===== config.mk =====
export PLATFORM = sky130hd
export DESIGN_NAME = ipv4_datagram_fragmenter
export DESIGN_NICKNAME = d
export VERILOG_FILES = /design/src/hdl/ipv4f_pkg.sv /design/src/hdl/ipv4f_alu.sv /design/src/hdl/ipv4f_out_reg.sv /design/src/hdl/ipv4_datagram_fragmenter.sv
export VERILOG_INCLUDE_DIRS = /design/src /design/src/hdl
export SDC_FILE = /design/constraint.sdc
export NUM_CORES = 1
export LEC_CHECK = 0
export BUFFER_PORTS_ARGS = -buffer_cell sky130_fd_sc_hd__buf_2
export CAP_MARGIN = 30
export CORE_UTILIZATION = 45
export DETAILED_ROUTE_END_ITERATION = 10
export MAX_ROUTING_LAYER = met4
export PLACE_DENSITY = 0.76
export SYNTH_ARGS = -nofsm -noshare
export SYNTH_HDL_FRONTEND = slang
export SYNTH_SLANG_ARGS = --single-unit

===== constraint.sdc =====
create_clock -name i_clk -period 5.9 [get_ports i_clk]
set_input_delay 0 -clock i_clk [delete_from_list [all_inputs] [get_ports i_clk]]
set_output_delay 0 -clock i_clk [all_outputs]
set_load 0.005 [all_outputs]

===== src/hdl/ipv4_datagram_fragmenter_assert.svh =====
// Assertion macros used by the IPv4 fragmenter top level.
// Depends on nothing; included by the files that carry checks.
`ifndef IPV4_DATAGRAM_FRAGMENTER_ASSERT_SVH
`define IPV4_DATAGRAM_FRAGMENTER_ASSERT_SVH

`ifndef SYNTHESIS
// Check that is skipped while reset is asserted.
`define IPV4F_ASSERT(lbl, clk, rst_n, prop) \
    lbl: assert property (@(posedge clk) disable iff (!rst_n) prop) \
        else $error("ipv4 fragmenter check failed");
// Check that also holds around reset.
`define IPV4F_ASSERT_RST(lbl, clk, prop) \
    lbl: assert property (@(posedge clk) prop) \
        else $error("ipv4 fragmenter reset check failed");
`else
`define IPV4F_ASSERT(lbl, clk, rst_n, prop)
`define IPV4F_ASSERT_RST(lbl, clk, prop)
`endif

`endif


===== src/hdl/ipv4f_pkg.sv =====
// Package for the IPv4 fragmenter: result kinds, unit opcodes and word types.
// Used by every module of the block; depends on nothing.
`timescale 1ns / 1ps

package ipv4f_pkg;

    localparam int unsigned MaxFragmentsDefault = 64;
    localparam int unsigned InWidth  = 96;
    localparam int unsigned OutWidth = 72;

    // Result kinds as seen on tuser.
    typedef enum logic [1:0] {
        K_SEND        = 2'd0,
        K_TIME        = 2'd1,
        K_FRAG_NEEDED = 2'd2,
        K_TOO_MANY    = 2'd3
    } t_kind;

    // Operations of the shared arithmetic unit.
    typedef enum logic {
        ALU_SUB = 1'b0,
        ALU_ADD = 1'b1
    } t_alu_op;

    typedef struct packed {
        t_alu_op     op;
        logic [15:0] a;
        logic [15:0] b;
    } t_alu_req;

    typedef struct packed {
        logic [15:0] result;
        logic        borrow;
        logic        zero;
    } t_alu_rsp;

    // One result word.
    typedef struct packed {
        t_kind       kind;
        logic [15:0] frag_length;
        logic [15:0] frag_offset;
        logic        more_out;
        logic [31:0] hop_out;
        logic        last;
    } t_result;

endpackage


===== src/hdl/ipv4f_alu.sv =====
// Shared 16-bit add/subtract unit with borrow and zero flags.
// Depends on ipv4f_pkg.
`timescale 1ns / 1ps

module ipv4f_alu (
    input  ipv4f_pkg::t_alu_req i_req,
    output ipv4f_pkg::t_alu_rsp o_rsp
);

    logic [16:0] sum;

    // A subtract reports a borrow in the top bit when b exceeds a.
    always_comb begin
        if (i_req.op == ipv4f_pkg::ALU_ADD) begin
            sum = {1'b0, i_req.a} + {1'b0, i_req.b};
        end else begin
            sum = {1'b0, i_req.a} - {1'b0, i_req.b};
        end
    end

    assign o_rsp.result = sum[15:0];
    assign o_rsp.borrow = (i_req.op == ipv4f_pkg::ALU_SUB) && sum[16];
    assign o_rsp.zero   = (sum[15:0] == 16'd0);

endmodule


===== src/hdl/ipv4f_out_reg.sv =====
// Output register of the IPv4 fragmenter: holds one result word for the
// master stream. Depends on ipv4f_pkg.
`timescale 1ns / 1ps

module ipv4f_out_reg (
    input  logic                  i_clk,
    input  logic                  i_rst_n,
    input  logic                  i_load,
    input  ipv4f_pkg::t_result    i_word,
    output logic                  o_free,
    output logic                  m_axis_tvalid,
    input  logic                  m_axis_tready,
    output ipv4f_pkg::t_result    o_word
);

    logic               r_valid;
    ipv4f_pkg::t_result r_word;

    // A new word may enter when the slot is empty or is drained this cycle.
    assign o_free = !r_valid || m_axis_tready;

    always_ff @(posedge i_clk) begin
        if (!i_rst_n) begin
            r_valid <= 1'b0;
        end else if (i_load) begin
            r_valid <= 1'b1;
        end else if (m_axis_tready) begin
            r_valid <= 1'b0;
        end
    end

    always_ff @(posedge i_clk) begin
        if (i_load) begin
            r_word <= i_word;
        end
    end

    assign m_axis_tvalid = r_valid;
    assign o_word        = r_word;

endmodule


===== src/hdl/ipv4_datagram_fragmenter.sv =====
// IPv4 datagram fragmenter top level: sequencer around one shared add/subtract
// unit. Depends on ipv4f_pkg, ipv4f_alu, ipv4f_out_reg and the assertion header.
//
// Usage:
// The slave stream takes one datagram header word per item. tdata carries, from
// bit 0 up: datagram length, header_length, offset_in, more_in, dont_fragment,
// hop_limit, link_mtu, next_hop. The master stream gives one word per fragment
// or error, with tlast on the final word of the item and the result kind on tuser.
// A datagram that passes whole, or one refused for DF, is loaded into the output
// register straight after the fit check; an MTU at or below the header length is
// found by a second check, and a fragment count over the limit once the count
// passes MAX_FRAGMENTS. For a datagram cut into fragments the count is first
// found and checked, then each fragment takes a test step and a send step.
// Every step goes through the single 16-bit add/subtract unit. The block takes a
// new word only after the last result of the previous item is loaded.
// Reset is synchronous and active low; it empties the output register and
// returns the sequencer to idle. When the receiver stalls, the sequencer holds
// its next result until the output register frees up.
`timescale 1ns / 1ps

`include "ipv4_datagram_fragmenter_assert.svh"

module ipv4_datagram_fragmenter #(
    parameter int unsigned MAX_FRAGMENTS = ipv4f_pkg::MaxFragmentsDefault
) (
    input  logic                           i_clk,
    input  logic                           i_rst_n,
    // datagram_len[15:0], header_length[21:16], offset_in[37:22], more_in[38],
    // dont_fragment[39], hop_limit[47:40], link_mtu[63:48], next_hop[95:64]
    input  logic [ipv4f_pkg::InWidth-1:0]  s_axis_tdata,
    input  logic                           s_axis_tvalid,
    output logic                           s_axis_tready,
    // frag_length[15:0], frag_offset[31:16], more_out[32], hop_out[64:33],
    // zero fill [71:65]
    output logic [ipv4f_pkg::OutWidth-1:0] m_axis_tdata,
    // kind[1:0]
    output logic [1:0]                     m_axis_tuser,
    output logic                           m_axis_tlast,
    output logic                           m_axis_tvalid,
    input  logic                           m_axis_tready
);

    localparam int unsigned CntWidth = (MAX_FRAGMENTS > 2) ? $clog2(MAX_FRAGMENTS) : 1;

    typedef enum logic [8:0] {
        S_IDLE   = 9'b000000001,
        S_FIT    = 9'b000000010,
        S_ONE    = 9'b000000100,
        S_STEP   = 9'b000001000,
        S_PAY    = 9'b000010000,
        S_COUNT  = 9'b000100000,
        S_RELOAD = 9'b001000000,
        S_TEST   = 9'b010000000,
        S_SEND   = 9'b100000000
    } t_state;

    t_state                r_state, n_state;
    logic [15:0]           r_total;
    logic [5:0]            r_hdr;
    logic [15:0]           r_off_in;
    logic                  r_more_in;
    logic                  r_df;
    logic [7:0]            r_hop_limit;
    logic [15:0]           r_mtu;
    logic [31:0]           r_next_hop;
    ipv4f_pkg::t_kind      r_kind, n_kind;
    logic [15:0]           r_step, n_step;
    logic [15:0]           r_rem, n_rem;
    logic [15:0]           r_off, n_off;
    logic [CntWidth-1:0]   r_cnt, n_cnt;
    logic                  r_is_last, n_is_last;

    ipv4f_pkg::t_alu_req   alu_req;
    ipv4f_pkg::t_alu_rsp   alu_rsp;
    ipv4f_pkg::t_result    out_word;
    ipv4f_pkg::t_result    reg_word;
    ipv4f_pkg::t_kind      send_kind;
    logic                  out_free;
    logic                  out_load;
    logic                  in_take;

    assign s_axis_tready = (r_state == S_IDLE);
    assign in_take       = s_axis_tvalid && s_axis_tready;
    assign send_kind     = (r_hop_limit == 8'd0) ? ipv4f_pkg::K_TIME : ipv4f_pkg::K_SEND;

    // Capture the header word on acceptance.
    always_ff @(posedge i_clk) begin
        if (in_take) begin
            r_total     <= s_axis_tdata[15:0];
            r_hdr       <= s_axis_tdata[21:16];
            r_off_in    <= s_axis_tdata[37:22];
            r_more_in   <= s_axis_tdata[38];
            r_df        <= s_axis_tdata[39];
            r_hop_limit <= s_axis_tdata[47:40];
            r_mtu       <= s_axis_tdata[63:48];
            r_next_hop  <= s_axis_tdata[95:64];
        end
    end

    // Operand selection for the shared unit.
    always_comb begin
        alu_req.op = ipv4f_pkg::ALU_SUB;
        alu_req.a  = r_mtu;
        alu_req.b  = r_total;
        unique case (r_state)
            S_STEP: begin
                alu_req.b = {10'd0, r_hdr};
            end
            S_PAY, S_RELOAD: begin
                alu_req.a = r_total;
                alu_req.b = {10'd0, r_hdr};
            end
            S_COUNT, S_TEST: begin
                alu_req.a = r_rem;
                alu_req.b = r_step;
            end
            S_SEND: begin
                alu_req.op = ipv4f_pkg::ALU_ADD;
                alu_req.a  = r_is_last ? r_rem : r_off;
                alu_req.b  = r_is_last ? {10'd0, r_hdr} : r_step;
            end
            default: begin
                alu_req.op = ipv4f_pkg::ALU_SUB;
            end
        endcase
    end

    ipv4f_alu u_alu (
        .i_req (alu_req),
        .o_rsp (alu_rsp)
    );

    // Sequencer: classify, count fragments, then emit them.
    always_comb begin
        n_state   = r_state;
        n_kind    = r_kind;
        n_step    = r_step;
        n_rem     = r_rem;
        n_off     = r_off;
        n_cnt     = r_cnt;
        n_is_last = r_is_last;
        out_load  = 1'b0;
        out_word.kind        = r_kind;
        out_word.frag_length = r_total;
        out_word.frag_offset = r_off_in;
        out_word.more_out    = r_more_in;
        out_word.hop_out     = r_next_hop;
        out_word.last        = 1'b1;
        unique case (r_state)
            S_IDLE: begin
                if (in_take) begin
                    n_state = S_FIT;
                end
            end
            S_FIT: begin
                if (!alu_rsp.borrow) begin
                    n_kind  = send_kind;
                    n_state = S_ONE;
                end else if (r_df) begin
                    n_kind  = ipv4f_pkg::K_FRAG_NEEDED;
                    n_state = S_ONE;
                end else begin
                    n_state = S_STEP;
                end
            end
            S_ONE: begin
                if (out_free) begin
                    out_load = 1'b1;
                    n_state  = S_IDLE;
                end
            end
            S_STEP: begin
                // An MTU at or below the header length leaves no room for payload.
                if (alu_rsp.borrow || alu_rsp.zero) begin
                    n_kind  = ipv4f_pkg::K_TOO_MANY;
                    n_state = S_ONE;
                end else begin
                    n_step  = alu_rsp.result;
                    n_state = S_PAY;
                end
            end
            S_PAY: begin
                n_rem   = alu_rsp.result;
                n_cnt   = '0;
                n_state = S_COUNT;
            end
            S_COUNT: begin
                if (alu_rsp.borrow || alu_rsp.zero) begin
                    n_state = S_RELOAD;
                end else if (r_cnt == CntWidth'(MAX_FRAGMENTS - 1)) begin
                    n_kind  = ipv4f_pkg::K_TOO_MANY;
                    n_state = S_ONE;
                end else begin
                    n_rem = alu_rsp.result;
                    n_cnt = r_cnt + 1'b1;
                end
            end
            S_RELOAD: begin
                n_rem   = alu_rsp.result;
                n_off   = 16'd0;
                n_kind  = send_kind;
                n_state = S_TEST;
            end
            S_TEST: begin
                n_is_last = alu_rsp.borrow || alu_rsp.zero;
                if (!(alu_rsp.borrow || alu_rsp.zero)) begin
                    n_rem = alu_rsp.result;
                end
                n_state = S_SEND;
            end
            S_SEND: begin
                // The last fragment carries the remaining payload plus header.
                out_word.frag_offset = r_off;
                out_word.last        = r_is_last;
                if (r_is_last) begin
                    out_word.frag_length = alu_rsp.result;
                end else begin
                    out_word.frag_length = r_mtu;
                    out_word.more_out    = 1'b1;
                end
                if (out_free) begin
                    out_load = 1'b1;
                    if (r_is_last) begin
                        n_state = S_IDLE;
                    end else begin
                        n_off   = alu_rsp.result;
                        n_state = S_TEST;
                    end
                end
            end
            default: begin
                n_state = S_IDLE;
            end
        endcase
    end

    always_ff @(posedge i_clk) begin
        if (!i_rst_n) begin
            r_state <= S_IDLE;
            r_cnt   <= '0;
        end else begin
            r_state <= n_state;
            r_cnt   <= n_cnt;
        end
    end

    always_ff @(posedge i_clk) begin
        r_kind    <= n_kind;
        r_step    <= n_step;
        r_rem     <= n_rem;
        r_off     <= n_off;
        r_is_last <= n_is_last;
    end

    ipv4f_out_reg u_out (
        .i_clk         (i_clk),
        .i_rst_n       (i_rst_n),
        .i_load        (out_load),
        .i_word        (out_word),
        .o_free        (out_free),
        .m_axis_tvalid (m_axis_tvalid),
        .m_axis_tready (m_axis_tready),
        .o_word        (reg_word)
    );

    // Pack the held result onto the master stream.
    assign m_axis_tdata = {7'd0, reg_word.hop_out, reg_word.more_out,
                           reg_word.frag_offset, reg_word.frag_length};
    assign m_axis_tuser = reg_word.kind;
    assign m_axis_tlast = reg_word.last;

    // Checks on the sequencer.
    `IPV4F_ASSERT(a_cnt_bound, i_clk, i_rst_n, r_cnt <= CntWidth'(MAX_FRAGMENTS - 1))
    `IPV4F_ASSERT(a_send_has_payload, i_clk, i_rst_n, (r_state == S_SEND) |-> (r_rem != 16'd0))
    `IPV4F_ASSERT(a_last_ends_item, i_clk, i_rst_n, (out_load && out_word.last) |=> (r_state == S_IDLE))
    `IPV4F_ASSERT(a_no_load_busy, i_clk, i_rst_n, out_load |-> out_free)
    `IPV4F_ASSERT_RST(a_reset_idle, i_clk, !i_rst_n |=> (r_state == S_IDLE && !m_axis_tvalid))

endmodule

== Word-level counts from Yosys, hierarchy flattened ==
Cells that the tools add are included.

* Bits in registers: 231
* Output and inout bits: 77
* Word-level logic and storage cells: 110
* Input port bits: 100

* Reductions and logical operators: 22
* Mux-type cells: 40
* Add/subtract/negate cells: 3
* Bitwise operators: 2
* Equality and inequality tests: 21

{| class="wikitable"
|+ Operator list
! cell !! number
|-
| one-hot mux 16 bit (3 select lines) || 3
|-
| two-way mux 16 bit || 8
|-
| one-hot mux 9 bit (9 select lines) || 1
|-
| two-way mux 9 bit || 5
|-
| two-way mux 33 bit || 1
|-
| one-hot mux 16 bit (2 select lines) || 1
|-
| adder 16 x 16 -> 17 bit || 1
|-
| two-way mux 17 bit || 1
|-
| subtractor 16 x 16 -> 17 bit || 1
|-
| zero test 16 bit || 1
|-
| != test 2 bit, second input constant || 8
|-
| two-way mux 6 bit || 2
|-
| one-hot mux 6 bit (2 select lines) || 1
|-
| two-way mux 2 bit || 5
|-
| == test 9 x 1 -> 1 bit, second input constant || 1
|-
| == test 9 x 2 -> 1 bit, second input constant || 1
|-
| == test 9 x 3 -> 1 bit, second input constant || 1
|-
| == test 9 x 4 -> 1 bit, second input constant || 1
|-
| == test 9 x 5 -> 1 bit, second input constant || 1
|-
| == test 9 x 6 -> 1 bit, second input constant || 1
|-
| == test 9 x 7 -> 1 bit, second input constant || 1
|-
| == test 9 x 8 -> 1 bit, second input constant || 1
|-
| == test 9 bit, second input constant || 1
|-
| zero test 8 bit || 1
|-
| 22 further kinds || 39
|}

== Longest topological paths before layout ==
* Word-level depth: 9
* Depth in mapped cells: 31
* Gate-level depth less buffers: 29

== By module ==
A second synthesis with hierarchy kept.

* Cell total of the unflattened synthesis: 735
* Area, all modules: 10062.2 µm²

{| class="wikitable"
|+ By module, submodules not included
! module !! seq. area each (µm²) !! cells each !! area an instance (µm²) !! instances
|-
| ipv4_datagram_fragmenter || 4714.5 || 477 || 6667.6 || 1
|-
| ipv4f_out_reg || 2062.0 || 72 || 2090.8 || 1
|-
| ipv4f_alu || 0.0 || 186 || 1303.8 || 1
|}

== Worst setup path after synthesis ==
No wires, ideal clock.

* Kind: flip-flop to flip-flop
* From: register r_state[7]
* To: register r_rem[0] (enable)
* Required time: 5.506 ns
* Arrival time: 6.104 ns
* Library setup time: 0.394 ns
* Cell stages (with the launch flop): 30
* Period minus slack after synthesis: 6.498 ns
* Path slack: -0.598 ns
* Buffers on the path: 2
* Path through: dfxtp_1 buf_6 xnor2_1 or3_4 a211oi_4 nor2_1 buf_2 a221o_1 inv_1 ha_1 inv_1 a221oi_1 mux2i_1 nor3_1 inv_1 nor2_1 nor2_1 xor2_1 ha_1 nor4_1 o211ai_1 and3_1 o311ai_0 nand3_1 mux2i_1 nor4_2 and2_1 a21oi_2 a31oi_1 a21oi_1

{| class="wikitable"
|+ RTL lines
! what !! RTL line !! RTL
|-
| start, declared || ipv4_datagram_fragmenter.sv:57 || <nowiki>t_state r_state, n_state;</nowiki>
|-
| start signal, assigned || ipv4_datagram_fragmenter.sv:242 || <nowiki>r_state <= n_state;</nowiki>
|-
| end signal, assigned || ipv4_datagram_fragmenter.sv:250 || <nowiki>r_rem <= n_rem;</nowiki>
|-
| end, declared || ipv4_datagram_fragmenter.sv:68 || <nowiki>logic [15:0] r_rem, n_rem;</nowiki>
|}

==> flow_metrics.py <==
metrics = {
    "run_status": {
        "run_status": "finished clean",
    },
    "placed_design": {
        "routabilityCongestion": 0.978,
        "hpwl_um": 20800,
        "placed_cells": 1400,
        "io_buffer_count": 169,
        "place_ws_ns": -0.205,
    },
    "timing": {
        "slew_viol_final": 0,
        "holdWs_ns": 0.182,
        "worst_clock_skew_ns": 0.0173,
        "fin_tns_setup_ns": 0,
        "max-slew-margin-rel_pct": 35.2,
        "fin_crit_sh_pct": 97.2,
        "worstMarginPinSlew_ns": 0.959,
        "setup_ws_ns": 0.164,
        "hold_violations": 0,
        "period_minus_slack_ns": 5.74,
        "fmax_mhz": 174,
        "setup_viol": 0,
    },
    "synthesis": {
        "synth_compound_gate_area_share_pct": 13.0,
        "synth.area.top_cells": "edfxtp_1 (61%), nand2_1 (3.8%), dfxtp_1 (3.0%), o21ai_0 (2.3%), ha_1 (2.0%)",
        "synth_seq_area_share_pct": 63.9,
        "syn_area_per_cell_sq_um": 12.6,
        "syn_inst": 843,
        "synthFlopType": "edfxtp_1",
        "ys_ff_latch": 231,
        "synth_warnings": 0,
        "yosys.cell_count.top_type": "edfxtp_1",
        "synthAdderAreaFrac_pct": 2.20,
        "synth_simple_gate_area_share_pct": 13.7,
        "synth_top_cell_by_area": "edfxtp_1",
        "yosys.area_share.xor_xnor_pct": 2.48,
        "synth_edf_count": 215,
        "synthArstFlopShare_pct": 0,
        "synth_mux_area_share_pct": 1.89,
        "synth_top_family_by_area": "simple AND/OR/NAND/NOR gates",
        "ys_types": 72,
        "synthDominantCellAreaShare_pct": 60.9,
        "synth.top_cells.by_count": "edfxtp_1 (215), nand2_1 (107), o21ai_0 (48)",
        "netlist_area_sq_um": 10600,
    },
    "clock_network": {
        "cts-root-buf": "clkbuf_16",
        "cts_buffers": 24,
        "cts_tree": "yes",
        "cts.path.max_buffers": 3,
        "cts_max_level": 1,
        "clock_sinks": 231,
        "insertion_delay_ns": 0.52,
        "cts.clk_slew.worst_paths_ns": 0.07,
    },
    "power": {
        "intPower_mw": 4.03,
        "switching_share_pct": 33.4,
        "p_comb_share_pct": 36.5,
        "p_clk_share_pct": 25.4,
        "seq_power_share_pct": 38.1,
        "power.leakage_nw": 5.83,
        "powerDensity_nw_per_um2": 412,
        "irDropWorstVdd_mv": 0.306,
        "switching_power_mw": 2.02,
    },
    "die": {
        "core_sq_um": 22800,
        "initial_core_util_pct": 46.4,
        "dieArea_sq_um": 24200,
        "rows": 55,
        "ios": 177,
        "die_w_um": 155,
        "die_h_um": 155,
    },
    "route": {
        "vias": 8439,
        "viasPerCell": 5.44,
        "drt_iter0_drc": 589,
        "wirelength_um": 30600,
        "final_antenna_net_count": 0,
        "post-route-drc-count": 0,
        "drt-pass1-iter-count": 5,
        "post_drt_wl_per_cell_um": 19.7,
    },
    "cells_and_area": {
        "diodes": 0,
        "drive_gt1_share_pct": 31.6,
        "multi_input_comb_area_sq_um": 3800,
        "syn2layout_area_growth_pct": 38.5,
        "fillers": 1750,
        "regArea_sq_um": 6780,
        "nets": 1339,
        "stdcell_count": 1552,
    },
    "global_routing": {
        "grt_first_pass_wirelength_um": 45800,
        "antenna_found_initial": 0,
        "grt_pass1_vias": 8449,
        "grt_max_degree": 63,
        "globalRouteOverflowTotal": 0,
        "gr-usage-all-layers_pct": 25.7,
    },
    "critical_path": {
        "cpMaxStageDelayCell": "or4b_2",
        "crit_type": "reg2reg",
        "worstPathArrival_ns": 6.01,
        "crit_fanout": 16,
        "cp-start-kind": "register",
        "max_stage_delay_ns": 0.66,
        "critPathRequiredTime_ns": 6.17,
        "cp-end-kind": "register",
    },
    "worst_hold_path": {
        "hold_path.class": "in2reg",
    },
    "flow_run": {
        "maxCapViolCount": 0,
    },
}
[power by group through the flow]
stage               clock [mW]  combinational, mW  sequential (mW)
floorplan                    0               1.07             2.31
global placement             0               2.03             2.33
detailed placement           0               2.04             2.33
CTS                       1.55               2.12             2.30
global route              1.61               2.38             2.32
finish                    1.54               2.21             2.31
[through the flow]
stage | instance area [sq um] | power [mW] | utilization, %
6_report | 14700 | 6.05 | 64.2
4_1_cts | 14500 | 5.97 | 63.4
5_1_grt | 14700 | 6.32 | 64.2
3_3_place_gp | 12600 | 4.36 | 55.3
3_5_place_dp | 12600 | 4.37 | 55.3
2_1_floorplan | 10700 | 3.38 | -
[registers in the layout, indices dropped and copies added (netlist names)]
| signal | cells |
|---|---|
| r_state | 9 |
| r_off_in | 16 |
| r_is_last | 1 |
| r_step | 16 |
| r_df | 1 |
| r_cnt | 6 |
| r_off | 16 |
| u_out.o_word | 68 |
| r_next_hop | 32 |
| u_out.m_axis_tvalid | 1 |
| r_hop_limit | 8 |
| r_rem | 16 |
| r_mtu | 16 |
| r_more_in | 1 |
| r_total | 16 |
| r_hdr | 6 |
| r_kind | 2 |
[layout by cell type (no fill, tap or decap), types with 6 or more instances in the layout]
| cell type | n |
|---|---|
| nor2b_1 | 9 |
| xor2_1 | 16 |
| ha_1 | 16 |
| conb_1 | 7 |
| buf_4 | 117 |
| a21oi_1 | 27 |
| nand3_1 | 16 |
| mux2i_1 | 19 |
| buf_2 | 169 |
| a22oi_1 | 9 |
| a22o_1 | 14 |
| a221o_1 | 15 |
| clkbuf_16 | 25 |
| o21a_1 | 7 |
| o21ai_0 | 46 |
| nand2b_1 | 6 |
| and2_1 | 14 |
| or2_2 | 6 |
| inv_1 | 17 |
| xnor2_1 | 14 |
| o211ai_1 | 8 |
| nor4_1 | 9 |
| nor3_1 | 7 |
| dlygate4sd3_1 | 100 |
| dfxtp_1 | 11 |
| a222oi_1 | 7 |
| and3_1 | 20 |
| edfxtp_1 | 215 |
| nor2_1 | 41 |
| nand2_1 | 106 |
[final timing paths]
kind,slack (ns),cells past startpoint,from,end
max,0.16,28,r_state[5],r_rem[11]
min,0.18,2,s_axis_tdata[18],r_hdr[2]
max reg2reg,0.16,28,r_state[5],r_rem[11]
min reg2reg,0.41,0,r_next_hop[3],u_out.o_word[4]
[logic make-up after synthesis]
group / count (synthesis)
AND/OR/NAND/NOR: 285
flip-flops: 231
AO/OA/AOI/OAI: 192
buffers and inverters: 66
XOR/XNOR: 30
multiplexers: 20
adder cells (fa/ha/maj): 18
other: 1
[critical path, delay by kind of cell, from the launching register on]
family | cells | cell delay [ns]
adder cells (fa/ha/maj) | 2 | 0.51
flip-flops | 1 | 0.34
buffers and inverters | 7 | 0.91
XOR/XNOR | 2 | 0.55
AND/OR/NAND/NOR | 8 | 1.91
AO/OA/AOI/OAI | 8 | 1.00
multiplexers | 1 | 0.22
[routing by layer]
metal  GRT usage [%]  wire length, um  vias up
met4            10.8             1280        0
met5               -                0        -
met2            45.0            15800      342
met3            3.26             1740       69
li1                -                -     3967
met1            29.7            11800     4061
[layout make-up]
class / count / share of cell area [%]
Sequential cell: 231 / 46.2
Multi-Input combinational cell: 553 / 25.9
Timing Repair Buffer: 391 / 19.2
Clock buffer: 30 / 4.60
Tap cell: 313 / 2.67
Clock inverter: 14 / 0.895
Inverter: 20 / 0.512
[what timing repair did]
item / CTS / global route
gates resized for setup: 4 / 35
gates cloned: 1 / 0
hold buffers: 100 / 0
endpoints found under the setup margin: 39 / 48
setup buffers: 1 / 6
pin swaps: 2 / 23
hold endpoints to repair: 109 / 0
No activity file was read; power rests on OpenSTA's default activity.
